--- src/ctd_pkg.sv ---
// shared types and constants for the palette texture decoder
// no dependencies; imported by every module of the block
`default_nettype none

package ctd_pkg;

   // palette store geometry
   localparam int PALETTE_DEPTH = 256;
   localparam int PAL_ADDR_W    = 8;
   localparam int COLOR_W       = 16;

   // output coordinate widths and image size caps
   localparam int X_W           = 10;
   localparam int Y_W           = 9;
   localparam int MAX_WIDTH_PX  = 1024;
   localparam int MAX_HEIGHT    = 512;
   localparam int PX_SPAN_W     = 11;
   localparam int WIDTH_CMP_W   = 12;
   localparam int HEIGHT_CMP_W  = 11;

   // front-to-back queue
   localparam int QUEUE_DEPTH   = 2;
   localparam int QUEUE_PTR_W   = $clog2(QUEUE_DEPTH);
   localparam int QUEUE_CNT_W   = $clog2(QUEUE_DEPTH + 1);

   // configuration register indexes
   localparam int CSR_IDX_W = 2;
   localparam logic [CSR_IDX_W-1:0] CSR_FOUR_BIT_MODE   = 2'd0;
   localparam logic [CSR_IDX_W-1:0] CSR_WIDTH_HALFWORDS = 2'd1;
   localparam logic [CSR_IDX_W-1:0] CSR_HEIGHT_ROWS     = 2'd2;
   localparam int CSR_DATA_W = 10;

   localparam logic [8:0] WIDTH_HALFWORDS_RESET = 9'd256;
   localparam logic [9:0] HEIGHT_ROWS_RESET     = 10'd512;

   typedef enum logic {
      OP_PALETTE_LOAD = 1'b0,
      OP_PIXEL        = 1'b1
   } op_type;

   typedef struct packed {
      logic                  func;
      logic [PAL_ADDR_W-1:0] palette_index;
      logic [COLOR_W-1:0]    palette_color;
      logic [7:0]            pixel_byte;
   } req_type;

   typedef struct packed {
      logic [X_W-1:0] pixel_x;
      logic [Y_W-1:0] pixel_y;
      logic [7:0]     red;
      logic [7:0]     green;
      logic [7:0]     blue;
      logic [7:0]     alpha;
      logic           last_of_run;
      logic           image_end;
   } rsp_type;

   // classified item as it sits in the queue; addr is the palette slot
   // for a load and the raw texture byte for a pixel item
   typedef struct packed {
      op_type                op;
      logic [PAL_ADDR_W-1:0] addr;
      logic [COLOR_W-1:0]    color;
   } entry_type;

   typedef struct packed {
      logic       four_bit_mode;
      logic [8:0] width_halfwords;
      logic [9:0] height_rows;
      logic       restart;
   } cfg_type;

endpackage

`default_nettype wire

--- src/ctd_front.sv ---
// input stage: takes request transfers and classifies them into queue entries
// depends on ctd_pkg
`default_nettype none

module ctd_front
   import ctd_pkg::*;
(
   input  wire logic      clock,
   input  wire logic      reset,
   input  wire logic      req_valid,
   output logic           req_stall,
   input  wire req_type   req_data,
   output logic           q_push,
   output entry_type      q_entry,
   input  wire logic      q_full
);

   logic      valid_ff;
   logic      valid_in;
   entry_type entry_ff;
   entry_type entry_in;
   logic      accept;

   assign req_stall = valid_ff && q_full;
   assign accept    = req_valid && !req_stall;
   assign q_push    = valid_ff && !q_full;
   assign q_entry   = entry_ff;

   always_comb begin
      valid_in = valid_ff;
      if (accept) begin
         valid_in = 1'b1;
      end else if (q_push) begin
         valid_in = 1'b0;
      end
   end

   // pixel items carry the texture byte in the address slot
   always_comb begin
      entry_in.op    = op_type'(req_data.func);
      entry_in.color = req_data.palette_color;
      if (op_type'(req_data.func) == OP_PIXEL) begin
         entry_in.addr = req_data.pixel_byte;
      end else begin
         entry_in.addr = req_data.palette_index;
      end
   end

   always_ff @(posedge clock) begin
      if (reset) begin
         valid_ff <= 1'b0;
      end else begin
         valid_ff <= valid_in;
      end
   end

   always_ff @(posedge clock) begin
      if (accept) begin
         entry_ff <= entry_in;
      end
   end

endmodule

`default_nettype wire

--- config.mk ---
export PLATFORM = sky130hd
export DESIGN_NAME = ctd_front
export DESIGN_NICKNAME = d
export VERILOG_FILES = /design/src/ctd_pkg.sv /design/src/ctd_front.sv
export SDC_FILE = /design/constraint.sdc
export NUM_CORES = 1
export LEC_CHECK = 0
export BUFFER_PORTS_ARGS = -buffer_cell sky130_fd_sc_hd__buf_2
export CORE_ASPECT_RATIO = 0.7
export CORE_MARGIN = 1.5
export CORE_UTILIZATION = 42
export DETAILED_ROUTE_END_ITERATION = 16
export GPL_TIMING_DRIVEN = 0
export PLACE_DENSITY = 0.79
export SYNTH_ARGS = -nofsm -noshare
export SYNTH_HDL_FRONTEND = slang
export SYNTH_SLANG_ARGS = --single-unit
--- constraint.sdc ---
create_clock -name clock -period 4.22 [get_ports clock]
set_clock_uncertainty 0.05 [all_clocks]
set_input_delay 0.422 -clock clock [delete_from_list [all_inputs] [get_ports clock]]
set_output_delay 0.422 -clock clock [all_outputs]
set_load 0.1 [all_outputs]
* Yosys cells after proc, flatten, opt, wreduce, memory -nomap -nowiden
Index checks and enable logic that the tools add are counted.
Operators by class: add/subtract/negate cells 0, multipliers 0, div/mod/pow operators 0, $lt $le $gt $ge 0, eq/ne operators 0, shift-type cells 0, muxes and demuxes 3, bitwise gates (word level) 0, reduce and logical (&&, ||, !) cells 6
Operators by type and width (number):
- $mux 8 | 1
- $logic_and 1x1->1 | 3
- $logic_not 1->1 | 2
- $mux 1 | 2
- $reduce_bool 2->1 | 1
Storage, ports and cells: bits in registers 26, bits in latches 0, bits in writable memories 0, bits in read-only memories 0, memories kept 0

* Depth between registers and ports, before layout
Gate-level depths: netlist of run 1.
depth in word-level cells 4, depth in mapped cells 2, mapped depth without buffers 2

* Worst setup path after synthesis of run 1
No wires, ideal clock.
kind input -> register, start input q_full, end register entry_ff (netlist bit q_entry[0]), enable pin, library setup time 0.410 ns, arrival time 2.214 ns, path slack 1.546 ns, stages on the path 2, path buffers 0, path through and2_1 > nor2b_1
Between the ends: word-level cells in the longest chain between the ends 3
RTL lines:
- from (decl) | line ctd_front.sv:15 | input wire logic q_full
- $logic_and 1x1->1 | line ctd_front.sv:24 | assign req_stall = valid_ff && q_full;
- $logic_not 1->1 | line ctd_front.sv:25 | assign accept = req_valid && !req_stall;
- $logic_and 1x1->1 | line ctd_front.sv:25
- via accept | line ctd_front.sv:22 | logic accept;
- to (signal assigned) | line ctd_front.sv:59 | entry_ff <= entry_in;
- to (decl) | line ctd_front.sv:20 | entry_type entry_ff;
The timed path passes the listed nets, and every way through them passes these cells. A chain may end at the register's enable or synchronous reset.

* Worst setup path after layout of run 1
start register valid_ff, end output req_stall
Between the ends: word-level cells in the longest chain between the ends 1
RTL lines:
- from (decl) | line ctd_front.sv:18 | logic valid_ff;
- from (signal assigned) | line ctd_front.sv:53 | valid_ff <= valid_in;
- $logic_and 1x1->1 | line ctd_front.sv:24
- to (decl) | line ctd_front.sv:11 | output logic req_stall,
No other way between the ends.

==> metrics.md, run 1 <==
| Metric | Value |
|---|---|
| Final net count | 146 |
| Met3 usage in global routing | 0.0864 |
| Worst Hold Class | in2reg |
| CP Max Fanout | 3 |
| Post-layout min period | 1.75 ns |
| I/O Buffers | 63 |
| RSZ-0062 raised after global routing | no |
| Hold-critical path endpoint | valid_ff |
| Synth warn | 0 |
| Worst Setup SP | valid_ff |
| R2R cell count | 3 |
| Crit path max-delay family | buffers and inverters |
| First-pass GRT wire length | 2.16 mm |
| Area Overhead vs Synth | 45.8% |
| Kind of critical path | reg2out |
| Num CTS Buffers | 3 |
| Clock root cell | clkbuf_4 |
| Crit path DAT | 1.27 ns |
| Worst reg2reg endpoint | q_entry[13] |
| Hold buffer count at CTS | 0 |
| MaxCap Viol Count | 0 |
| Worst Max-Slew Pin Slew | 0.585 ns |
| Status | complete, no violations |
| R2R Setup Slk | 2.67 ns |
| # diodes | 0 |
| CTS tree | done |
| Final ANT Viol Nets | 0 |
| Die Ht | 42.4 um |
| Pre-antenna DRT Iters | 2 |
| M2 GR Usage | 0.193 |
| FP Rows | 14 |
| Die Area | 2510 um2 |
| Mapped Cells | 40 |
| Clk sink count | 26 |
| WP buf/inv | 1 |
| Gpl congestion | 0.622 |
| Final TNS setup | 0 ns |
| Iter 0 DRT Violations | 6 |
| Setup violators final | 0 |
| Routed len/inst | 10.2 um |
| Multi-input gate area | 150 um2 |
| Gr busiest metal | met2 |
| Largest net degree at the start of global routing | 16 |
| Dpl ws | 2.42 ns |
| Worst hold path depth | 2 |
| Global Route met1 Usage | 0.122 |
| CP max-delay cell | buf_2 |
| Maximum clock insertion buffer count | 2 |
| Die width | 59.2 um |
| Setup WS post-layout | 2.47 ns |
| Synth Cell Area | 930 um2 |
| Post-Syn Nets | 77 |
| Layout cell share with drive strength beyond 1 | 0.722 |
| Vias per std cell | 4.15 |
| Post-CTS Setup Inserts | 0 |
| Leakage | 0.000620 uW |
| HP Start | reset |
| Crit path launch type | register |
| Sequential share of the synthesized area | 0.829 |
| Core Area | 2120 um2 |
| Crit path largest cell delay | 0.43 ns |
| VDD IR max | 0.375 mV |
| Number of vias after detailed routing | 581 |
| Detailed Route WL | 1.43 mm |
| CTS H-tree depth | 1 |
| Synth area leaders | edfxtp_1 81%, mux2_4 13%, dfxtp_1 2.2% |
| Endpoint type of the worst setup path | primary output |
| Number of global-route vias before repair | 518 |
| Register area | 771 um2 |
| Worst-path clk slew | 0.13 ns |
| Fill count | 169 |
| Worst EP required | 3.75 ns |
| Relative slew slack | 0.608 |
| GR Overflow Total | 0 |
| Synthesized area per cell | 23.2 um2 |
| PwrDens | 471 nW/um2 |
| Starting Density | 0.439 |
| Tcrit/Tclk final | 0.414 |
| Initial antenna violation count | 0 |
| DR DRC count | 0 |
| Max-slew violation count | 0 |
| GRT Overall Usage | 0.123 |
| Flops & latches, synth | 26 |
| Clk_lat worst skew | 0.32 ns |
| Critical R2R Launch | valid_ff |
| I/O pin count | 64 |
| Unique masters post-synth | 8 |
| Max Fclk | 573 MHz |
| Top-area cell type share of the netlist area | 0.808 |
| Resized cells post-CTS | 0 |
| Largest area contributor in the netlist | edfxtp_1 |
| Final Hold Vio Count | 0 |
| Critical path, cell by cell | and2_1 -> buf_2 |
## registers in the layout, summed over array words and instances, names as in the netlist
| name | cells |
|---|---|
| q_entry | 25 |
| valid_ff | 1 |
## per-stage QoR
stage / utilization / hold slack (ns) / power [uW] / std cells / area, um2
after CTS: 0.639 / 0.164 / 646 / 140 / 1360
after floorplan: - / 0.407 / 445 / 40 / 930
after detailed placement: 0.615 / 0.444 / 479 / 136 / 1300
after global routing: 0.639 / 0.158 / 661 / 140 / 1360
after global placement: 0.606 / 0.421 / 474 / 135 / 1280
final: 0.639 / 0.183 / 638 / 140 / 1360
## cell families after synthesis
family / synth area share
flip-flops: 0.829
multiplexers: 0.129
AND/OR/NAND/NOR: 0.0242
AO/OA/AOI/OAI: 0.00538
buffers and inverters: 0.0121
## power by group
part           switching, uW  internal (uW)  leakage (uW)
Sequential              3.05            302      0.000250
Clock                   70.8           96.1     0.0000279
Combinational            132           34.0      0.000342
Total                    206            432      0.000620
## synth_stat cells, drive strengths merged
cell type  instances
buf                1
edfxtp            25
mux2               8
nor2b              2
a21oi              1
nor2               1
and2               1
dfxtp              1
## metal layers
metal  wire, um  part of all wire
met1        552              0.39
met3        201              0.14
met2        663              0.46
met5          0                 0
met4         13            0.0091
## worst max path at each step
| stage | cells after the start | endpoint | slack [ns] |
|---|---|---|---|
| finish | 2 | req_stall | 2.47 |
| global route | 2 | req_stall | 2.38 |
| CTS | 2 | req_stall | 2.45 |
| detailed placement | 4 | q_entry[6] | 2.42 |
| global placement | 3 | q_entry[13] | 1.60 |
| floorplan | 2 | q_entry[0] | 1.55 |
## cell usage in the layout (no fill, tap or decap)
cell type,netlist,layout
buf_6,1,1
dfxtp_1,1,1
a21oi_1,1,1
buf_8,0,1
clkbuf_4,0,3
buf_2,0,63
bufinv_16,0,1
edfxtp_1,25,25
nor2_1,1,1
nor2b_2,0,1
mux2_4,8,8
nor2b_1,2,1
and2_1,1,1
## worst reg2reg max path: stages, from the launching register on
cell and delay, ns:
dfxtp_1 0.34, and2_1 0.15, nor2b_2 0.48, buf_8 0.24
## cell type report
type                       count  share of cell area
buffer                         1             0.00831
clock buffer                   3              0.0166
clock inverter                 1              0.0222
multi-input combinational     13               0.111
sequential                    26               0.569
tap                           32              0.0295
timing repair buffer          64               0.244
No activity file was read; power rests on OpenSTA's default activity.
==> run 2, diff against run 1 <==
--- a/config.mk
+++ b/config.mk
@@ -8,10 +8,10 @@
 export BUFFER_PORTS_ARGS = -buffer_cell sky130_fd_sc_hd__buf_2
 export CORE_ASPECT_RATIO = 0.7
 export CORE_MARGIN = 1.5
-export CORE_UTILIZATION = 42
+export CORE_UTILIZATION = 39
 export DETAILED_ROUTE_END_ITERATION = 16
 export GPL_TIMING_DRIVEN = 0
-export PLACE_DENSITY = 0.79
+export PLACE_DENSITY = 0.74
 export SYNTH_ARGS = -nofsm -noshare
 export SYNTH_HDL_FRONTEND = slang
 export SYNTH_SLANG_ARGS = --single-unit
==> constraint.sdc (replaced) <==
create_clock -name clock -period 1.8 [get_ports clock]
set_clock_uncertainty 0.05 [all_clocks]
set_input_delay 0.18 -clock clock [delete_from_list [all_inputs] [get_ports clock]]
set_output_delay 0.18 -clock clock [all_outputs]
set_load 0.1 [all_outputs]
==> metrics.md, run 2 (synthesis gave the netlist of run 1 again) <==
| Metric | Value |
|---|---|
| Commonest cells after routing, fill and taps aside | 63 x buf_2, 25 x edfxtp_1, 18 x dlygate4sd3_1 |
| WL met2 | 834 um (+26%) |
| CTS tree | done |
| Crit path max-delay family | buffers and inverters |
| GR Overflow Total | 0 (unchanged) |
| Endpoint type of the worst setup path | primary output |
| MaxCap Viol Count | 0 (unchanged) |
| Number of vias after detailed routing | 654 (+13%) |
| Die Ht | 43.9 um (+3.5%) |
| Worst Max-Slew Pin Slew | 0.678 ns (+0.0929 ns) |
| Critical R2R Launch | valid_ff |
| Worst reg2reg endpoint | q_entry[9] |
| Met3 wire length | 244 um (+21%) |
| Worst Hold Class | in2reg |
| Crit path largest cell delay | 0.43 ns (about the same) |
| Initial antenna violation count | 0 (unchanged) |
| Psw | 486 uW (+140%) |
| Setup WS post-layout | 0.280 ns (-2.19 ns) |
| Clk sink count | 26 (unchanged) |
| Max Fclk | 658 MHz |
| FP Rows | 14 (unchanged) |
| Post-layout min period | 1.52 ns |
| Worst hold path depth | 3 (+1) |
| Largest net degree at the start of global routing | 26 (+10) |
| Top Layer Used | met4 |
| Worst-path clk slew | 0.13 ns (about the same) |
| Critical path, cell by cell | and2_2 -> buf_2 |
| Met1 WL | 747 um (+35%) |
| Die Area | 2690 um2 (+7.2%) |
| Clk_lat worst skew | 0.31 ns (about the same) |
| RSZ-0062 raised after global routing | no |
| Gpl congestion | 0.613 (-1.5%) |
| R2R cell count | 2 (-1) |
| WP buf/inv | 1 (unchanged) |
| CTS H-tree depth | 1 (unchanged) |
| DR DRC count | 0 (unchanged) |
| VDD IR max | 0.780 mV (+110%) |
| Crit path DAT | 1.29 ns (+0.02 ns) |
| Number of global-route vias before repair | 648 (+25%) |
| R2R Setup Slk | 0.31 ns (-2.36 ns) |
| Max-slew violation count | 0 (unchanged) |
| CP max-delay cell | buf_2 |
| Kind of critical path | reg2out |
| # diodes | 0 (unchanged) |
| Switching Share | 0.320 (-0.00372) |
| Leakage | 0.000693 uW (+12%) |
| Sequential power share | 0.470 (-0.008) |
| Final net count | 163 (+12%) |
| Tcrit/Tclk final | 0.844 |
| Placed Instances | 135 (-0.74%) |
| Final Hold Vio Count | 0 (unchanged) |
| Most common cell after layout, fill and taps aside | buf_2 |
| Setup violators final | 0 (unchanged) |
| Core Area | 2210 um2 (+4.1%) |
| Comb power frac | 0.276 (+0.015) |
| GRT Overall Usage | 0.146 (+0.0236) |
| Layout cell share with drive strength beyond 1 | 0.632 (-0.0902) |
| I/O pin count | 64 (unchanged) |
| Starting Density | 0.421 (-0.0174) |
| First-pass GRT wire length | 2.75 mm (+27%) |
| Detailed Route WL | 1.85 mm (+29%) |
| CP Max Fanout | 3 (unchanged) |
| Max reg flops | 25 (unchanged) |
| I/O Buffers | 63 (unchanged) |
| Vias per std cell | 4.17 (+0.38%) |
| Final ANT Viol Nets | 0 (unchanged) |
| Num CTS Buffers | 3 (unchanged) |
| Die width | 61.4 um (+3.6%) |
| Iter 0 DRT Violations | 2 (-4) |
| Status | complete, no violations |
| Resized cells post-CTS | 0 (unchanged) |
| HP Start | req_valid |
| Maximum clock insertion buffer count | 2 (unchanged) |
| Post-CTS Setup Inserts | 0 (unchanged) |
| Area Overhead vs Synth | 64.5% |
| Fin Hold WS | 0.0485 ns (-0.135 ns) |
| Clock root cell | clkbuf_4 |
| Dpl ws | 0.292 ns (-2.13 ns) |
| Final TNS setup | 0 ns (unchanged) |
| Worst EP required | 1.57 ns (-2.18 ns) |
| Power share of the clock group | 0.254 (-0.008) |
| Finished Layout Cells | 157 (+12%) |
| Cell-internal power | 1040 uW (+140%) |
| Crit path launch type | register |
| Final core utilization | 0.693 (+0.0534) |
| Hold-critical path endpoint | valid_ff |
| Relative slew slack | 0.547 (-0.0612) |
| Pre-antenna DRT Iters | 3 (+1) |
| Routed len/inst | 11.8 um (+15%) |
| PwrDens | 995 nW/um2 (+110%) |
==> run 2: cell count changes in the layout (fill, tap and decap cells not counted), sizes merged <==
cell         change
dlygate4sd3     +18
buf              -1
==> run 2: area by class of cell <==
cell class	instances	area, um2
plain buffers	1	11.3
repair buffers	81	495
flip-flops and latches	26	771
fillers	160	678
clock buffers	3	22.5
clock inverters	1	30.0
multi-input cells	13	159
well taps	32	40.0
==> run 2: layer usage <==
metal	global-route usage	vias to the layer above
met5	0	-
met4	0.0511	0
met3	0.0716	2
met2	0.266	48
met1	0.143	280
li1	-	324
==> run 2: how the worst max path moves through the flow <==
stage,from,end,slack [ns],cells past startpoint
after floorplan,valid_ff,q_entry[0],0.22,2
after global placement,q_full,q_entry[7],0.32,3
after global routing,valid_ff,q_entry[18],0.21,2
after detailed placement,q_full,q_entry[4],0.29,3
after CTS,valid_ff,req_stall,0.27,2
final,valid_ff,req_stall,0.28,2
==> run 2: worst reg2reg max path, stage by stage (launching register included) <==
cell and delay, ns:
dfxtp_1 0.34, and2_2 0.20, nor2b_4 0.56
==> run 2: power groups by stage <==
stage | Sequential [uW] | Clock, uW | Combinational [uW]
floorplan | 984 | 0 | 61.0
global placement | 729 | 0 | 388
detailed placement | 729 | 0 | 391
CTS | 716 | 402 | 420
global route | 721 | 419 | 436
finish | 716 | 386 | 420
==> run 2: what timing repair did <==
action	CTS	global route
setup endpoints to repair	0	0
hold endpoints to repair	17	1
hold buffers	17	1
==> run 2: stage by stage <==
| stage | area [um2] | total power, uW |
|---|---|---|
| after CTS | 1520 | 1540 |
| after floorplan | 941 | 1040 |
| after global placement | 1300 | 1120 |
| after global routing | 1530 | 1580 |
| final | 1530 | 1520 |
| after detailed placement | 1300 | 1120 |
==> run 3, diff against run 2 <==
--- a/config.mk
+++ b/config.mk
@@ -8,10 +8,10 @@
 export BUFFER_PORTS_ARGS = -buffer_cell sky130_fd_sc_hd__buf_2
 export CORE_ASPECT_RATIO = 0.7
 export CORE_MARGIN = 1.5
-export CORE_UTILIZATION = 39
+export CORE_UTILIZATION = 36
 export DETAILED_ROUTE_END_ITERATION = 16
 export GPL_TIMING_DRIVEN = 0
-export PLACE_DENSITY = 0.74
+export PLACE_DENSITY = 0.72
 export SYNTH_ARGS = -nofsm -noshare
 export SYNTH_HDL_FRONTEND = slang
 export SYNTH_SLANG_ARGS = --single-unit
==> constraint.sdc (replaced) <==
create_clock -name clock -period 1.28 [get_ports clock]
set_clock_uncertainty 0.05 [all_clocks]
set_input_delay 0.128 -clock clock [delete_from_list [all_inputs] [get_ports clock]]
set_output_delay 0.128 -clock clock [all_outputs]
set_load 0.1 [all_outputs]
==> metrics.md, run 3 (synthesis gave the netlist of run 1 again) <==
| Metric | Value |
|---|---|
| CTS tree | done |
| Leakage | 0.000717 uW (+3.4%) |
| Die Area | 2900 um2 (+7.8%) |
| MaxCap Viol Count | 0 (unchanged) |
| Pre-antenna DRT Iters | 2 (-1) |
| Max Fclk | 812 MHz |
| GRT Overall Usage | 0.141 (-0.00499) |
| Fin Hold WS | 0.0118 ns (-0.0367 ns) |
| Max-slew violation count | 0 (unchanged) |
| CTS H-tree depth | 1 (unchanged) |
| Clk_lat worst skew | 0.26 ns (-0.05 ns) |
| # diodes | 0 (unchanged) |
| WP buf/inv | 1 (unchanged) |
| Status | complete, no violations |
| Detailed Route WL | 1.94 mm (+5.3%) |
| Number of global-route vias before repair | 655 (+1.1%) |
| Worst-path clk slew | 0.09 ns (-0.04 ns) |
| VDD IR max | 0.776 mV (-0.53%) |
| Fill count | 175 (+9.4%) |
| FP Rows | 15 (+1) |
| Tcrit/Tclk final | 0.962 |
| Post-layout min period | 1.23 ns |
| Starting Density | 0.378 (-0.0431) |
| Critical path, cell by cell | and2_4 -> buf_6 |
| Crit path largest cell delay | 0.36 ns (-0.07 ns) |
| HPWL Detailed | 1.20 mm |
| Final TNS setup | 0 ns (unchanged) |
| Vias per std cell | 4.26 (+2.2%) |
| RSZ-0062 raised after global routing | no |
| Iter 0 DRT Violations | 47 (+45) |
| I/O pin count | 64 (unchanged) |
| DR DRC count | 0 (unchanged) |
| Initial antenna violation count | 0 (unchanged) |
| Crit path max-delay family | flip-flops |
| Max reg flops | 25 (unchanged) |
| Setup WS post-layout | 0.0488 ns (-0.232 ns) |
| Clk sink count | 26 (unchanged) |
| Layout cell share with drive strength beyond 1 | 0.643 (+0.0109) |
| Die width | 63.7 um (+3.9%) |
| Routed len/inst | 12.2 um (+3.3%) |
| Die Ht | 45.5 um (+3.8%) |
| First-pass GRT wire length | 2.99 mm (+9.0%) |
| Num CTS Buffers | 3 (unchanged) |
| Final net count | 164 (+0.61%) |
| Crit path DAT | 1.05 ns (-0.24 ns) |
| PwrDens | 1430 nW/um2 (+44%) |
| Relative slew slack | 0.672 (+0.125) |
| Clock root cell | clkbuf_8 |
| Worst Max-Slew Pin Slew | 0.495 ns (-0.182 ns) |
| Final ANT Viol Nets | 0 (unchanged) |
| Worst EP required | 1.10 ns (-0.47 ns) |
| Final Cell Area | 1590 um2 (+3.8%) |
| I/O Buffers | 63 (unchanged) |
| Kind of critical path | reg2out |
| CP max-delay cell | dfxtp_1 |
| Final Hold Vio Count | 0 (unchanged) |
| Setup violators final | 0 (unchanged) |
| Most common cell after layout, fill and taps aside | buf_2 |
| Endpoint type of the worst setup path | primary output |
| Largest net degree at the start of global routing | 16 (-38%) |
| GR Overflow Total | 0 (unchanged) |
| Commonest cells after routing, fill and taps aside | 61 x buf_2, 25 x edfxtp_1, 17 x dlygate4sd3_1 |
| Register area | 771 um2 (unchanged) |
| Maximum clock insertion buffer count | 2 (unchanged) |
| Core Area | 2460 um2 (+11%) |
| CP Max Fanout | 3 (unchanged) |
| Multi-input gate area | 174 um2 (+9.4%) |
| Gpl congestion | 0.615 (+0.42%) |
| Crit path launch type | register |
| Final core utilization | 0.646 (-0.0469) |
| Area Overhead vs Synth | 70.8% |
| Worst Hold Class | in2reg |
| Dpl ws | -0.161 ns (-0.454 ns) |
| Number of vias after detailed routing | 681 (+4.1%) |
| Placed Instance Area | 1300 um2 (+0.29%) |
[run 3: timing repair]
item / 4_1_cts / 5_1_grt
hold buffers: 17 / 0
endpoints found under the hold margin: 17 / 0
buffers inserted: 0 / 1
resized for setup: 3 / 2
gates cloned: 1 / 0
endpoints found under the setup margin: 27 / 15
[run 3: final cells by class]
class / count / share of cell area
Buffer: 1 / 0.00709
Clock buffer: 3 / 0.0260
Clock inverter: 1 / 0.0189
Multi-Input combinational cell: 14 / 0.110
Sequential cell: 26 / 0.485
Tap cell: 34 / 0.0268
Timing Repair Buffer: 81 / 0.326
[run 3: per-stage QoR]
stage               power (uW)  std cells
global placement          1570        137
CTS                       2300        159
floorplan                 1470         40
global route              2360        160
finish                    2270        160
detailed placement        1580        137
[run 3: final timing paths]
path                                   start           to  slack (ns)  cells past startpoint
worst max-delay path                valid_ff    req_stall        0.05                      2
worst max register to register      valid_ff   q_entry[0]        0.09                      2
worst min register to register      valid_ff     valid_ff        0.51                      2
worst min-delay path            req_data[32]  q_entry[24]        0.01                      1
[run 3: worst register-to-register path, delay by kind of cell, from the launching register on]
family / cells / cell delay (ns)
flip-flops: 1 / 0.33
AND/OR/NAND/NOR: 2 / 0.48
[run 3: metal layers]
metal	up-vias	share of wire	GRT usage
li1	327	-	-
met1	306	0.41	0.157
met2	48	0.50	0.267
met3	0	0.094	0.0545
met4	0	0	0.0261
met5	-	0	0
[run 3: where the power goes]
| part | internal [uW] | leakage, uW | switching [uW] |
|---|---|---|---|
| Sequential | 995 | 0.000250 | 11.9 |
| Clock | 418 | 0.0000357 | 239 |
| Combinational | 158 | 0.000431 | 453 |
| Total | 1570 | 0.000717 | 704 |
