File: config.mk
export PLATFORM = sky130hd
export DESIGN_NAME = ctd_queue
export DESIGN_NICKNAME = d
export VERILOG_FILES = /design/src/ctd_pkg.sv /design/src/ctd_queue.sv
export SDC_FILE = /design/constraint.sdc
export NUM_CORES = 1
export LEC_CHECK = 0
export ABC_AREA = 0
export BUFFER_PORTS_ARGS = -buffer_cell sky130_fd_sc_hd__buf_2
export CAP_MARGIN = 20
export CORE_AREA = 2 2 68 63
export DETAILED_ROUTE_END_ITERATION = 8
export DIE_AREA = 0 0 70 65
export PLACE_DENSITY = 0.8
export SYNTH_ARGS = -nofsm -noshare
export SYNTH_HDL_FRONTEND = slang
export SYNTH_SLANG_ARGS = --single-unit
File: constraint.sdc
create_clock -name clock -period 3.2 [get_ports clock]
set_input_delay 0.48 -clock clock [delete_from_list [all_inputs] [get_ports clock]]
set_output_delay 0.48 -clock clock [all_outputs]
set_load 0.01 [all_outputs]
File: src/ctd_pkg.sv
// shared types and constants for the palette texture decoder
// no dependencies; imported by every module of the block
`default_nettype none

package ctd_pkg;

   // palette store geometry
   localparam int PALETTE_DEPTH = 256;
   localparam int PAL_ADDR_W    = 8;
   localparam int COLOR_W       = 16;

   // output coordinate widths and image size caps
   localparam int X_W           = 10;
   localparam int Y_W           = 9;
   localparam int MAX_WIDTH_PX  = 1024;
   localparam int MAX_HEIGHT    = 512;
   localparam int PX_SPAN_W     = 11;
   localparam int WIDTH_CMP_W   = 12;
   localparam int HEIGHT_CMP_W  = 11;

   // front-to-back queue
   localparam int QUEUE_DEPTH   = 2;
   localparam int QUEUE_PTR_W   = $clog2(QUEUE_DEPTH);
   localparam int QUEUE_CNT_W   = $clog2(QUEUE_DEPTH + 1);

   // configuration register indexes
   localparam int CSR_IDX_W = 2;
   localparam logic [CSR_IDX_W-1:0] CSR_FOUR_BIT_MODE   = 2'd0;
   localparam logic [CSR_IDX_W-1:0] CSR_WIDTH_HALFWORDS = 2'd1;
   localparam logic [CSR_IDX_W-1:0] CSR_HEIGHT_ROWS     = 2'd2;
   localparam int CSR_DATA_W = 10;

   localparam logic [8:0] WIDTH_HALFWORDS_RESET = 9'd256;
   localparam logic [9:0] HEIGHT_ROWS_RESET     = 10'd512;

   typedef enum logic {
      OP_PALETTE_LOAD = 1'b0,
      OP_PIXEL        = 1'b1
   } op_type;

   typedef struct packed {
      logic                  func;
      logic [PAL_ADDR_W-1:0] palette_index;
      logic [COLOR_W-1:0]    palette_color;
      logic [7:0]            pixel_byte;
   } req_type;

   typedef struct packed {
      logic [X_W-1:0] pixel_x;
      logic [Y_W-1:0] pixel_y;
      logic [7:0]     red;
      logic [7:0]     green;
      logic [7:0]     blue;
      logic [7:0]     alpha;
      logic           last_of_run;
      logic           image_end;
   } rsp_type;

   // classified item as it sits in the queue; addr is the palette slot
   // for a load and the raw texture byte for a pixel item
   typedef struct packed {
      op_type                op;
      logic [PAL_ADDR_W-1:0] addr;
      logic [COLOR_W-1:0]    color;
   } entry_type;

   typedef struct packed {
      logic       four_bit_mode;
      logic [8:0] width_halfwords;
      logic [9:0] height_rows;
      logic       restart;
   } cfg_type;

endpackage

`default_nettype wire

File: src/ctd_queue.sv
// short fifo between the front and back parts of the decoder
// depends on ctd_pkg
`default_nettype none

module ctd_queue
   import ctd_pkg::*;
(
   input  wire logic      clock,
   input  wire logic      reset,
   input  wire logic      push,
   input  wire entry_type push_entry,
   output logic           full,
   input  wire logic      pop,
   output logic           head_valid,
   output entry_type      head_entry
);

   localparam logic [QUEUE_PTR_W-1:0] PTR_LAST = QUEUE_PTR_W'(QUEUE_DEPTH - 1);
   localparam logic [QUEUE_CNT_W-1:0] CNT_FULL = QUEUE_CNT_W'(QUEUE_DEPTH);

   entry_type                entries_ff [QUEUE_DEPTH];
   logic [QUEUE_PTR_W-1:0]   wr_ptr_ff;
   logic [QUEUE_PTR_W-1:0]   wr_ptr_in;
   logic [QUEUE_PTR_W-1:0]   rd_ptr_ff;
   logic [QUEUE_PTR_W-1:0]   rd_ptr_in;
   logic [QUEUE_CNT_W-1:0]   count_ff;
   logic [QUEUE_CNT_W-1:0]   count_in;

   assign full       = (count_ff == CNT_FULL);
   assign head_valid = (count_ff != '0);
   assign head_entry = entries_ff[rd_ptr_ff];

   always_comb begin
      wr_ptr_in = wr_ptr_ff;
      rd_ptr_in = rd_ptr_ff;
      count_in  = count_ff;
      if (push) begin
         wr_ptr_in = (wr_ptr_ff == PTR_LAST) ? '0 : wr_ptr_ff + 1'b1;
      end
      if (pop) begin
         rd_ptr_in = (rd_ptr_ff == PTR_LAST) ? '0 : rd_ptr_ff + 1'b1;
      end
      if (push && !pop) begin
         count_in = count_ff + 1'b1;
      end else if (pop && !push) begin
         count_in = count_ff - 1'b1;
      end
   end

   always_ff @(posedge clock) begin
      if (reset) begin
         wr_ptr_ff <= '0;
         rd_ptr_ff <= '0;
         count_ff  <= '0;
      end else begin
         wr_ptr_ff <= wr_ptr_in;
         rd_ptr_ff <= rd_ptr_in;
         count_ff  <= count_in;
      end
   end

   always_ff @(posedge clock) begin
      if (push) begin
         entries_ff[wr_ptr_ff] <= push_entry;
      end
   end

endmodule

`default_nettype wire

* Yosys cells after proc, flatten, opt, wreduce, memory -nomap -nowiden
Memory sizes are Yosys's and may differ from the RTL's. A register that Yosys moved wholly into a read port is not among the register bits.
Cells that the tools add are included.
** Storage, ports and cells
- Register bits after elaboration :: 4
- RAM bits :: 50
- Input port bits :: 29
- Memories kept :: 1
** Memory list
- entries_ff :: words 2, bits a word 25, rd ports 1, clocked after memory_dff 1, wr ports 1, line ctd_queue.sv:21 : entry_type entries_ff [QUEUE_DEPTH];
** Operators by class
- $add $sub $neg :: 4
- Equal/unequal tests :: 1
- Muxes and demuxes :: 8
- Reduce and logical (&&, ||, !) cells :: 6
** Operators with widths (count)
- $mux W1 :: 6
- $mux W2 :: 2
- $reduce_bool A2 Y1 :: 2
- $add A1 B1 Y1 const B :: 2
- $add A2 B1 Y2 const B :: 1
- $eq A2 B2 Y1 const B :: 1
- $logic_and A1 B1 Y1 :: 2
- $logic_not A1 Y1 :: 2
- $sub A2 B1 Y2 const B :: 1

* Longest topological paths before layout
Gate-level depths: netlist (run 1).
- Word-level depth :: 4
- Gate-level depth with buffers :: 5

* Worst setup path before layout (run 1)
Ideal clock, no wire load.
- Path kind :: input port to flip-flop
- From :: input port push
- To :: memory entries_ff[0][0] (netlist bit) (enable)
- Library setup time :: 0.410 ns
- Arrival time :: 1.629 ns
- Required time :: 2.790 ns
- Setup slack :: 1.162 ns
- Stages :: 1
- Buffers on the path :: 0
- Cell sequence :: nor2b_1
** On the way
- Word-level cells in the longest chain between the ends :: 2
** Ends and longest elaborated chain
- from (decl) :: line ctd_queue.sv:10 : input wire logic push,
- $mux W1 :: line ctd_queue.sv:63 : if (push) begin
- $mux W1 (implied by the code) :: line ctd_queue.sv:64 : entries_ff[wr_ptr_ff] <= push_entry;
- to (decl) :: line ctd_queue.sv:21
No other way between the ends.

==> impl_summary.md, run 1 <==
Finish
0 antenna diodes ended up in the layout. Leaving out filler cells and counting taps, the final layout contains roughly 210. The post-synthesis to final-layout area growth is 20.9%. The fraction of final layout cells sized beyond drive strength 1 is 56.4%. The number of nets in the layout is approximately 190.

Counting the fill cells in the layout gives approximately 310. The share of the core filled with cells is 62.3%.

Synth
In this run, synthesis produced a sequential element count of 55. The cell count after synthesis is 100. The mapped netlist covers a little over 2000 um^2.

The top-area cell type share of the netlist area is between 70% and 80%. The post-synth net total is 130. The library cell occupying the most area in the post-synthesis netlist is sky130_fd_sc_hd__edfxtp_1. Synthesis instantiated 17 different standard cells from the library. During synthesis, Yosys emitted a total of 0 warnings.

By area the synthesized netlist is led by sky130_fd_sc_hd__edfxtp_1, sky130_fd_sc_hd__mux2_2, sky130_fd_sc_hd__dfxtp_1. The average cell area after synthesis is 20.1 um^2. Of the synthesized area, sequential elements account for between 70 and 80%.

CTS
The clock input transition at the sequential cells of the worst setup and hold paths is 90 ps. For this design, the CTS-stage hold fixing added 0 buffers. TritonCTS built the clock tree. The clock buffer count from CTS is 5.

The number of buffers inserted to repair setup after CTS is 0. The maximum level of the CTS H-tree is 2. The longest clock path from root to sink contains 2 buffers.

Clock tree synthesis selected as its root buffer the cell sky130_fd_sc_hd__clkbuf_8. Once the clock tree was built, the resizer swapped 0 gates to a different size. The number of sinks on the clock net is 55. At the later pin of the worst-skew pair, clock insertion delay measures slightly below 300 ps.

Place
The placement-stage worst setup slack is ~1200 ps. The port buffer count is 55. The cell count after placement is just over 200. The global placement routability congestion is 0.697. The HPWL after detailed placement is 2300 um.

Worst setup path
STA puts the critical path data arrival time at 1760 ps. The element type at the critical path start is a register. The reg-to-reg critical path startpoint is wr_ptr_ff. The setup path with the least slack is of type register to primary output. STA puts the critical path data required time at between 2000 and 3000 ps. The endpoint kind of the worst setup timing path is a primary output. The largest driver fanout on the critical path is 15.

Floorplanning
Measured along the y axis, the die boundary spans 65 um. The starting density of the core is 51.5%. The number of placement rows is 22. The region available for standard cell placement spans 3910 um^2. The top-level port count is between 50 and 60.

The total die area is roughly 4600 um^2. From left edge to right edge, the die measures about 70 um.

Timing
The period utilization is between 70% and 80%. The tightest slew margin relative to the limit is 55.6%. The highest attainable clock frequency is about 450 MHz. The count of final hold-check violations is 0. Setup violations remaining at the end of the flow were counted as 0. For the final database, setup skew stands at between 4 and 5 ps. Setup repair after global routing left no endpoint under its margin. The number of pins with negative max-slew slack in the final report came to 0. The worst path meets setup with around 960 ps of slack. The summed negative setup slack over all endpoints is 0 ps. The clock period minus final worst setup slack is around 2200 ps. At the pin with the least slew margin, the transition time is about 660 ps.

Worst hold path
In this run the most critical hold path is launched from push_entry[3]. In this run the worst hold path is classified as input port to register.

Route
Once detail routing completed, the nets flagged for antenna violations numbered 0. The pre-antenna-repair detailed-routing pass consisted of 4 iterations. Dividing the detail-routed wire length by the instance count gives about 15 um. Dividing the detail-routed via count by the number of cells gives ~5. In the routed design, unresolved DRC markers number 0. For this block, the initial DRC count from the detailed router was 63. Summing over every cut layer, the via total after detailed routing is 1055. The routed wire length is roughly 3200 um.

Run
The tool flagged a number of max-cap violations equal to 0.

Pwr
VDD sags by at most roughly 0.3 mV. For this design the ratio of total power to cell area is around 570 nW/um^2. The overall power is 1.38 mW. The standby leakage power is approximately 0.94 nW.

Global routing
The total routing usage reported by global routing is about 15%. The total overflow reported by the global router is 0. The wire length of the first global-routing pass is approximately 5000 um.

Entering global routing, the biggest net connects 16 pins. The number of antenna violations at the first check in global routing is 0. The via count of the first global-routing pass is 1105.

Run status
The flow ran to the end, and the final reports show no timing, DRC or antenna violations.
[per-layer routing]
metal	track usage [%]	share of wire (%)
met4	5.05	1.2
met5	0	0
met2	26.9	55
met1	17.0	39
met3	4.51	4.6
[cell usage after synthesis (all sizes together)]
library cell	count
a21oi	1
and2	1
and2b	1
buf	3
dfxtp	5
edfxtp	50
ha	1
inv	1
mux2	25
nor2	4
nor2b	1
o21ai	1
or2	1
or3	1
xnor2	2
xor2	2
[cells by family (layout without fill, tap and decap cells)]
logic type / after synthesis / in the layout / share of synthesized area, %
flip-flops: 55 / 55 / 79.6
multiplexers: 25 / 25 / 14.0
AND/OR/NAND/NOR: 9 / 9 / 2.42
XOR/XNOR: 4 / 4 / 1.74
buffers and inverters: 4 / 67 / 1.18
AO/OA/AOI/OAI: 2 / 2 / 0.497
adder cells (fa/ha/maj): 1 / 1 / 0.621
[flip-flops by register name (all words and copies together) (netlist names), named ones only]
signal / count
entries_ff: 50
count_ff: 2
rd_ptr_ff: 1
wr_ptr_ff: 1
[final cells by class]
| type | instances | area (um^2) | area share, % |
|---|---|---|---|
| multi-input cells | 41 | 390 | 16.0 |
| clock buffers | 7 | 76.3 | 3.13 |
| flip-flops and latches | 55 | 1600 | 65.8 |
| well taps | 48 | 60.1 | 2.47 |
| repair buffers | 58 | 298 | 12.2 |
| inverters | 1 | 3.75 | 0.154 |
| clock inverters | 1 | 5.00 | 0.206 |
[where the power goes]
| part | leakage [nW] | internal [mW] | total [mW] | switching, mW |
|---|---|---|---|---|
| Sequential | 0.511 | 0.834 | 0.853 | 0.0189 |
| Combinational | 0.383 | 0.0884 | 0.175 | 0.0867 |
| Clock | 0.0422 | 0.154 | 0.350 | 0.196 |
| Total | 0.936 | 1.08 | 1.38 | 0.301 |
[stage by stage]
stage	area [um^2]	hold slack [ps]
2_1_floorplan	2010	456
3_3_place_gp	2350	470
3_5_place_dp	2350	499
4_1_cts	2430	359
5_1_grt	2430	356
6_report	2430	371
[worst max-delay path: stages, from the launching register on]
cell,delay (ps)
sky130_fd_sc_hd__dfxtp_1,630
sky130_fd_sc_hd__buf_4,320
sky130_fd_sc_hd__mux2_2,370
sky130_fd_sc_hd__buf_2,140
[final timing paths]
check	to	slack [ps]	cells past startpoint
setup / recovery	head_entry[9]	960	3
hold / removal	entries_ff[1][3]	370	1
setup reg to reg	entries_ff[1][11]	1630	2
hold reg to reg	count_ff[1]	510	2
[layout by cell type, fill, tap and decap left out]
cell type and n:
sky130_fd_sc_hd__edfxtp_1 50, sky130_fd_sc_hd__and2_1 1, sky130_fd_sc_hd__buf_2 55, sky130_fd_sc_hd__clkinv_2 1, sky130_fd_sc_hd__or2_2 1, sky130_fd_sc_hd__inv_1 1
sky130_fd_sc_hd__xor2_1 2, sky130_fd_sc_hd__ha_1 1, sky130_fd_sc_hd__mux2_2 25, sky130_fd_sc_hd__and2b_2 1, sky130_fd_sc_hd__nor2b_2 1, sky130_fd_sc_hd__o21ai_0 1
sky130_fd_sc_hd__clkbuf_8 5, sky130_fd_sc_hd__or3_1 1, sky130_fd_sc_hd__a21oi_1 1, sky130_fd_sc_hd__xnor2_1 2, sky130_fd_sc_hd__dfxtp_1 5, sky130_fd_sc_hd__nor2_1 4
sky130_fd_sc_hd__clkbuf_1 2, sky130_fd_sc_hd__buf_4 3
Note: power is estimated with default switching activity, not from simulation.
==> inputs of run 2 (changes only) <==
Settings changed: CORE_AREA 2 2 68 63 to 2 2 73 68, DIE_AREA 0 0 70 65 to 0 0 75 70, PLACE_DENSITY 0.8 to 0.73.
Clock period 3.2 ns to 1.9 ns, I/O delays scaled along.
==> run 2 against run 1 <==
Compared with the run above: final area is 2.0% higher; sequential share of layout area is 1.3 points lower; largest cell class unchanged; global-route usage is 2.1 points lower; critical path type unchanged.
==> impl_summary.md, run 2 (synthesized netlist as in run 1, its figures left out) <==
Run status
Status: completed (unchanged).

Global routing
The number of antenna violations at the first check in global routing is 0 (unchanged). The wire length of the first global-routing pass is 5070 um (was 5050 um). The total routing usage reported by global routing is 12.9% (was 14.9%). The maximum number of pins on one net before global-route repair is 17 (was 16). The via count of the first global-routing pass is 1179 (was 1105).

The total overflow reported by the global router came to 0 (unchanged).

Floorplanning
The number of placement rows came to 24 (was 22). The starting density of the core is 43.8% (was 51.5%). The top-level port count is 56 (unchanged).

The die height was 70 um (was 65 um). The total die area is 5250 um^2 (was 4550 um^2). The die outline width was 75 um (was 70 um). The core region area was 4590 um^2 (was 3910 um^2).

Worst setup path
The largest driver fanout on the critical path is 12 (was 15). The signal arrival time at the worst endpoint is 1330 ps (was 1760 ps). The endpoint kind of the worst setup timing path is a primary output (unchanged). The worst setup path category is register to primary output (unchanged).

The element type at the critical path start is a register (unchanged). The required arrival time at the worst endpoint is 1620 ps (was 2720 ps).

CTS
The post-cts resize count is 0 (unchanged). The clock input transition at the sequential cells of the worst setup and hold paths is 90 ps (about the same). The number of sinks on the clock net is 55 (unchanged). The clock buffer count from CTS is 5 (unchanged). The maximum level of the CTS H-tree is 2 (unchanged). The buffer depth of the longest clock path came to 2 (unchanged). The latest clock arrival within the worst-skew pair is 290 ps (about the same). The clock root buffer is sky130_fd_sc_hd__clkbuf_8 (unchanged). The number of buffers inserted to repair setup after CTS is 0 (unchanged). The total of hold buffers inserted after clock tree synthesis was 0 (unchanged).

The CTS tree is yes (unchanged).

Route
The post-detailed-route wirelength per cell is 13.7 um (was 15.2 um). The remaining routing DRC violations was 0 (unchanged). The routed wire length was 3160 um (was 3210 um).

The count of routing violations after the opening detailed-route iteration is 55 (was 63). The count of TritonRoute iterations in the first routing pass is 4 (unchanged). The ratio of routed vias to standard cells is 4.63 (was 5.00). The number of vias after detailed routing is 1069 (was 1055). The final antenna-violating net count is 0 (unchanged).

Timing
RSZ-0062 raised after global routing: no (unchanged). The count of final hold-check violations is 0 (unchanged). In the finished design, the share of the clock period the worst path needs comes to 85.2%.

The tightest slew margin relative to the limit is 87.5% (was 55.6%). The minimum setup slack in the final design is 282 ps (was 955 ps). The summed negative setup slack over all endpoints is 0 ps (unchanged). Timing would allow up to between 600 and 700 MHz. The transition time of the tightest slew-check pin came to 186 ps (was 663 ps). The worst setup skew after layout is 5.34 ps (was 4.35 ps). The number of pins with negative max-slew slack in the final report is 0 (unchanged). The clock period minus final worst setup slack is 1620 ps.

The count of endpoints failing setup in the final report is 0 (unchanged).

Place
The placement-stage worst setup slack is 588 ps (was 1240 ps). The global placement routability congestion is 0.684 (was 0.697). The port buffer count came to 55 (unchanged). The detailed-placement wirelength estimate was 2310 um (was 2300 um).

Finish
The top register by number of flip-flops is entries_ff (unchanged). The filler cell count in the final layout is 392 (was 314). The number of nets in the layout was 195 (was 192). Biggest registers after layout: entries_ff (50), count_ff (2) (unchanged).

The post-synthesis to final-layout area growth is 23.3% (was 20.9%). The final antenna diode count is 0 (unchanged). Most frequent cells in the layout: sky130_fd_sc_hd__buf_2, sky130_fd_sc_hd__edfxtp_1, sky130_fd_sc_hd__mux2_2 (unchanged). The fraction of final layout cells sized beyond drive strength 1 is 57.2% (was 56.4%). The flip-flop count of the largest register after layout came to 50 (unchanged).

The most common cell after layout, fill and taps aside is sky130_fd_sc_hd__buf_2 (unchanged).

Pwr
The worst IR drop on VDD is 0.561 mV (was 0.309 mV). The standby leakage power is 0.952 nW (was 0.936 nW). The power per cell area came to 939 nW/um^2 (was 566 nW/um^2).

Worst hold path
The classification of the worst-slack hold path was input port to register (unchanged).

Run
The count of maximum capacitance violations was 0 (unchanged).
==> run 2: critical path, cell delays in order, from the launching register on <==
cell and delay [ps]:
sky130_fd_sc_hd__dfxtp_1 330, sky130_fd_sc_hd__buf_4 200, sky130_fd_sc_hd__mux2_2 360, sky130_fd_sc_hd__buf_2 140
==> run 2: metal layers <==
layer | GRT usage [%] | up-vias | wire (um)
li1 | - | 508 | -
met1 | 15.0 | 525 | 1370
met2 | 22.2 | 34 | 1610
met3 | 3.03 | 2 | 148
met4 | 5.36 | 0 | 34
met5 | 0 | - | 0
==> run 2: cell type report <==
class                           instances  area [um^2]  share of cell area [%]
Sequential cell                        55         1600                    64.5
Multi-Input combinational cell         41          390                    15.7
Timing Repair Buffer                   61          320                    12.9
Tap cell                               65         81.3                    3.28
Clock buffer                            6         72.6                    2.92
Clock inverter                          2         12.5                   0.504
Inverter                                1         3.75                   0.151
==> run 2: path summary, 6_finish.rpt <==
check	slack, ps	startpoint	cells past startpoint	to
hold / removal	170	push_entry[23]	1	entries_ff[0][23]
setup reg to reg	840	wr_ptr_ff	2	entries_ff[1][15]
setup / recovery	280	register	3	head_entry[7]
hold reg to reg	530	rd_ptr_ff	2	rd_ptr_ff
==> run 2: report_power, final <==
group	switching, mW	total, mW	internal (mW)	leakage [nW]
Clock	0.336	0.594	0.258	0.0428
Sequential	0.0226	1.43	1.40	0.511
Combinational	0.154	0.310	0.156	0.398
==> run 2: through the flow <==
stage                     utilization (%)  hold WS, ps  power, mW  cells  instance area, um^2
after floorplan                         -          354       1.63    100                 2010
after global placement               52.2          474       1.76    223                 2400
after detailed placement             52.2          478       1.77    223                 2400
after CTS                            54.0          160       2.37    231                 2480
after global routing                 54.0          159       2.44    231                 2480
final                                54.0          174       2.33    231                 2480
==> inputs of run 3 (changes only) <==
Settings changed: CELL_PAD_IN_SITES_DETAIL_PLACEMENT from default to 0, CELL_PAD_IN_SITES_GLOBAL_PLACEMENT from default to 1, CORE_AREA 2 2 73 68 to 2 2 80 75, DIE_AREA 0 0 75 70 to 0 0 82 77, PLACE_DENSITY 0.73 to default, PLACE_DENSITY_LB_ADDON from default to 0.1.
==> run 3 against run 2 <==
Compared with the run above: global-route usage decreased by 2.5 points; clock skew increased by 0.92 ps; setup slack got worse by 190 ps; combinational power increased by 1%; final area increased by 0.91%; maximum frequency decreased by 10%; register-to-register slack got worse by 180 ps; critical path depth unchanged; sequential share of layout area decreased by 0.58 points; sequential power about the same; largest cell class unchanged.
==> impl_summary.md, run 3 (synthesized netlist as in run 1, its figures left out) <==
Place
The detailed-placement wirelength estimate is 2340 um (was 2310 um). The port buffer count is 55 (unchanged). The global placement routability congestion is 0.687 (was 0.684). The instance area after placement came to 2420 um^2 (was 2400 um^2).

Timing
The tightest slew margin relative to the limit is 73.7% (was 87.5%). The highest attainable clock frequency is 554 MHz (was 618 MHz). The number of pins with negative max-slew slack in the final report is 0 (unchanged). The worst hold slack is 169 ps (was 174 ps).

RSZ-0062 raised after global routing: no (unchanged). The period utilization is 95.0% (was 85.2%). The clock period minus final worst setup slack is 1800 ps (was 1620 ps). The transition time of the tightest slew-check pin is 393 ps (was 186 ps). The count of endpoints failing setup in the final report is 0 (unchanged). The summed negative setup slack over all endpoints is 0 ps (unchanged). The count of final hold-check violations came to 0 (unchanged).

The worst setup skew after layout is 6.26 ps (was 5.34 ps).

Route
The count of TritonRoute iterations in the first routing pass came to 4 (unchanged). The routed wire length is 3230 um (was 3160 um). The ratio of routed vias to standard cells is 4.42 (was 4.63). The number of vias after detailed routing is 1038 (was 1069). The post-detailed-route wirelength per cell is 13.8 um (was 13.7 um).

The final antenna-violating net count came to 0 (unchanged). The count of routing violations after the opening detailed-route iteration is 32 (was 55). The remaining routing DRC violations is 0 (unchanged).

Finish
The summed area of non-filler cells in the final layout is 2500 um^2 (was 2480 um^2). Most frequent cells in the layout: sky130_fd_sc_hd__buf_2, sky130_fd_sc_hd__edfxtp_1, sky130_fd_sc_hd__mux2_2 (unchanged). The fraction of final layout cells sized beyond drive strength 1 came to 57.0% (was 57.2%). The filler cell count in the final layout is 507 (was 392). The top register by number of flip-flops is entries_ff (unchanged). The final antenna diode count is 0 (unchanged).

Biggest registers after layout: entries_ff (50), count_ff (2) (unchanged). The number of nets in the layout is 194 (was 195). The most common cell after layout, fill and taps aside is sky130_fd_sc_hd__buf_2 (unchanged). The flip-flop count of the largest register after layout is 50 (unchanged). The post-synthesis to final-layout area growth came to 24.4% (was 23.3%).

Floorplanning
The starting density of the core is 36.8% (was 43.8%). The total die area was 6310 um^2 (was 5250 um^2). The core region area is 5470 um^2 (was 4590 um^2). The die height was 77 um (was 70 um). The number of placement rows is 26 (was 24). The top-level port count is 56 (unchanged).

The die outline width was 82 um (was 75 um).

CTS
The post-cts resize count is 0 (unchanged). The CTS tree is yes (unchanged). The clock buffer count from CTS is 5 (unchanged).

The buffer depth of the longest clock path is 2 (unchanged). The maximum level of the CTS H-tree is 2 (unchanged). The clock root buffer is sky130_fd_sc_hd__clkbuf_8 (unchanged). The total of hold buffers inserted after clock tree synthesis is 0 (unchanged). The latest clock arrival within the worst-skew pair is 300 ps (was 290 ps). The number of sinks on the clock net was 55 (unchanged). The number of buffers inserted to repair setup after CTS is 0 (unchanged). The clock input transition at the sequential cells of the worst setup and hold paths came to 90 ps (about the same).

Run status
Status: completed (unchanged).

Global routing
The total routing usage reported by global routing is 10.4% (was 12.9%). The via count of the first global-routing pass is 1103 (was 1179). The total overflow reported by the global router was 0 (unchanged). The maximum number of pins on one net before global-route repair is 21 (was 17). The wire length of the first global-routing pass is 4890 um (was 5070 um).

The number of antenna violations at the first check in global routing is 0 (unchanged).

Worst setup path
The endpoint kind of the worst setup timing path was a primary output (unchanged). The path depth of the worst reg2reg path was 2 (unchanged). The largest driver fanout on the critical path came to 8 (was 12). The cell class contributing the biggest share of worst-path delay was flip-flops (was multiplexers). The cell with the biggest individual delay on the critical path is sky130_fd_sc_hd__dfxtp_1 (was sky130_fd_sc_hd__mux2_2). Worst path cell trace: buf_4, mux2_2, buf_2 (unchanged).

The logic depth of the worst setup path including buffers was 3 (unchanged). The delay contributed by the slowest stage of the critical path is 510 ps (was 360 ps). The element type at the critical path start is a register (unchanged). The required arrival time at the worst endpoint was 1620 ps (about the same).

The signal arrival time at the worst endpoint came to 1520 ps (was 1330 ps). The worst path buffer plus inverter count was 2 (unchanged). The worst setup path category was register to primary output (unchanged).

Worst hold path
The classification of the worst-slack hold path is input port to register (unchanged). The number of instances on the worst hold path is 1 (unchanged).

Pwr
The power per cell area is 932 nW/um^2 (was 939 nW/um^2). The standby leakage power is 0.951 nW (was 0.952 nW). The worst IR drop on VDD is 0.430 mV (was 0.561 mV).

Run
The count of maximum capacitance violations is 0 (unchanged).
[run 3: cell types whose count changed in the layout (fill, tap and decap cells not counted), sizes merged]
cell | previous run | this run
buf | 61 | 60
clkbuf | 6 | 5
clkinvlp | 0 | 1
[run 3: worst register-to-register path, cell delays in order, from the launching register on]
cell,delay (ps)
sky130_fd_sc_hd__dfxtp_1,380
sky130_fd_sc_hd__and2_1,350
sky130_fd_sc_hd__buf_12,220
[run 3: path summary, 6_finish.rpt]
kind / startpoint / end / slack, ps
hold / removal: push_entry[20] / entries_ff[0][20] / 170
setup / recovery: register / head_entry[0] / 100
hold reg to reg: count_ff[1] / count_ff[1] / 510
setup reg to reg: wr_ptr_ff / entries_ff[1][23] / 660
[run 3: through the flow]
step | utilization (%) | power [mW] | setup slack [ps] | cells
after global placement | 44.3 | 1.77 | 420 | 227
after floorplan | - | 1.63 | 30.2 | 100
after detailed placement | 44.3 | 1.78 | 378 | 227
after CTS | 45.8 | 2.38 | 37.9 | 235
final | 45.8 | 2.33 | 95.5 | 235
after global routing | 45.8 | 2.44 | 0.879 | 235
[run 3: report_power, final]
| part | switching [mW] | internal, mW |
|---|---|---|
| Sequential | 0.0267 | 1.40 |
| Clock | 0.338 | 0.251 |
| Combinational | 0.152 | 0.162 |
[run 3: metal layers]
layer  wire length, um  track usage, %
met4                36            4.50
met2              1640            17.8
met3               189            3.06
met1              1370            11.8
met5                 0               0
[run 3: layout make-up]
type                    count  area [um^2]  share of cell area (%)
multi-input cells          41          390                    15.6
inverters                   1         3.75                   0.150
clock inverters             3         15.0                   0.599
repair buffers             60          338                    13.5
flip-flops and latches     55         1600                    63.9
clock buffers               5         68.8                    2.75
well taps                  70         87.6                    3.50
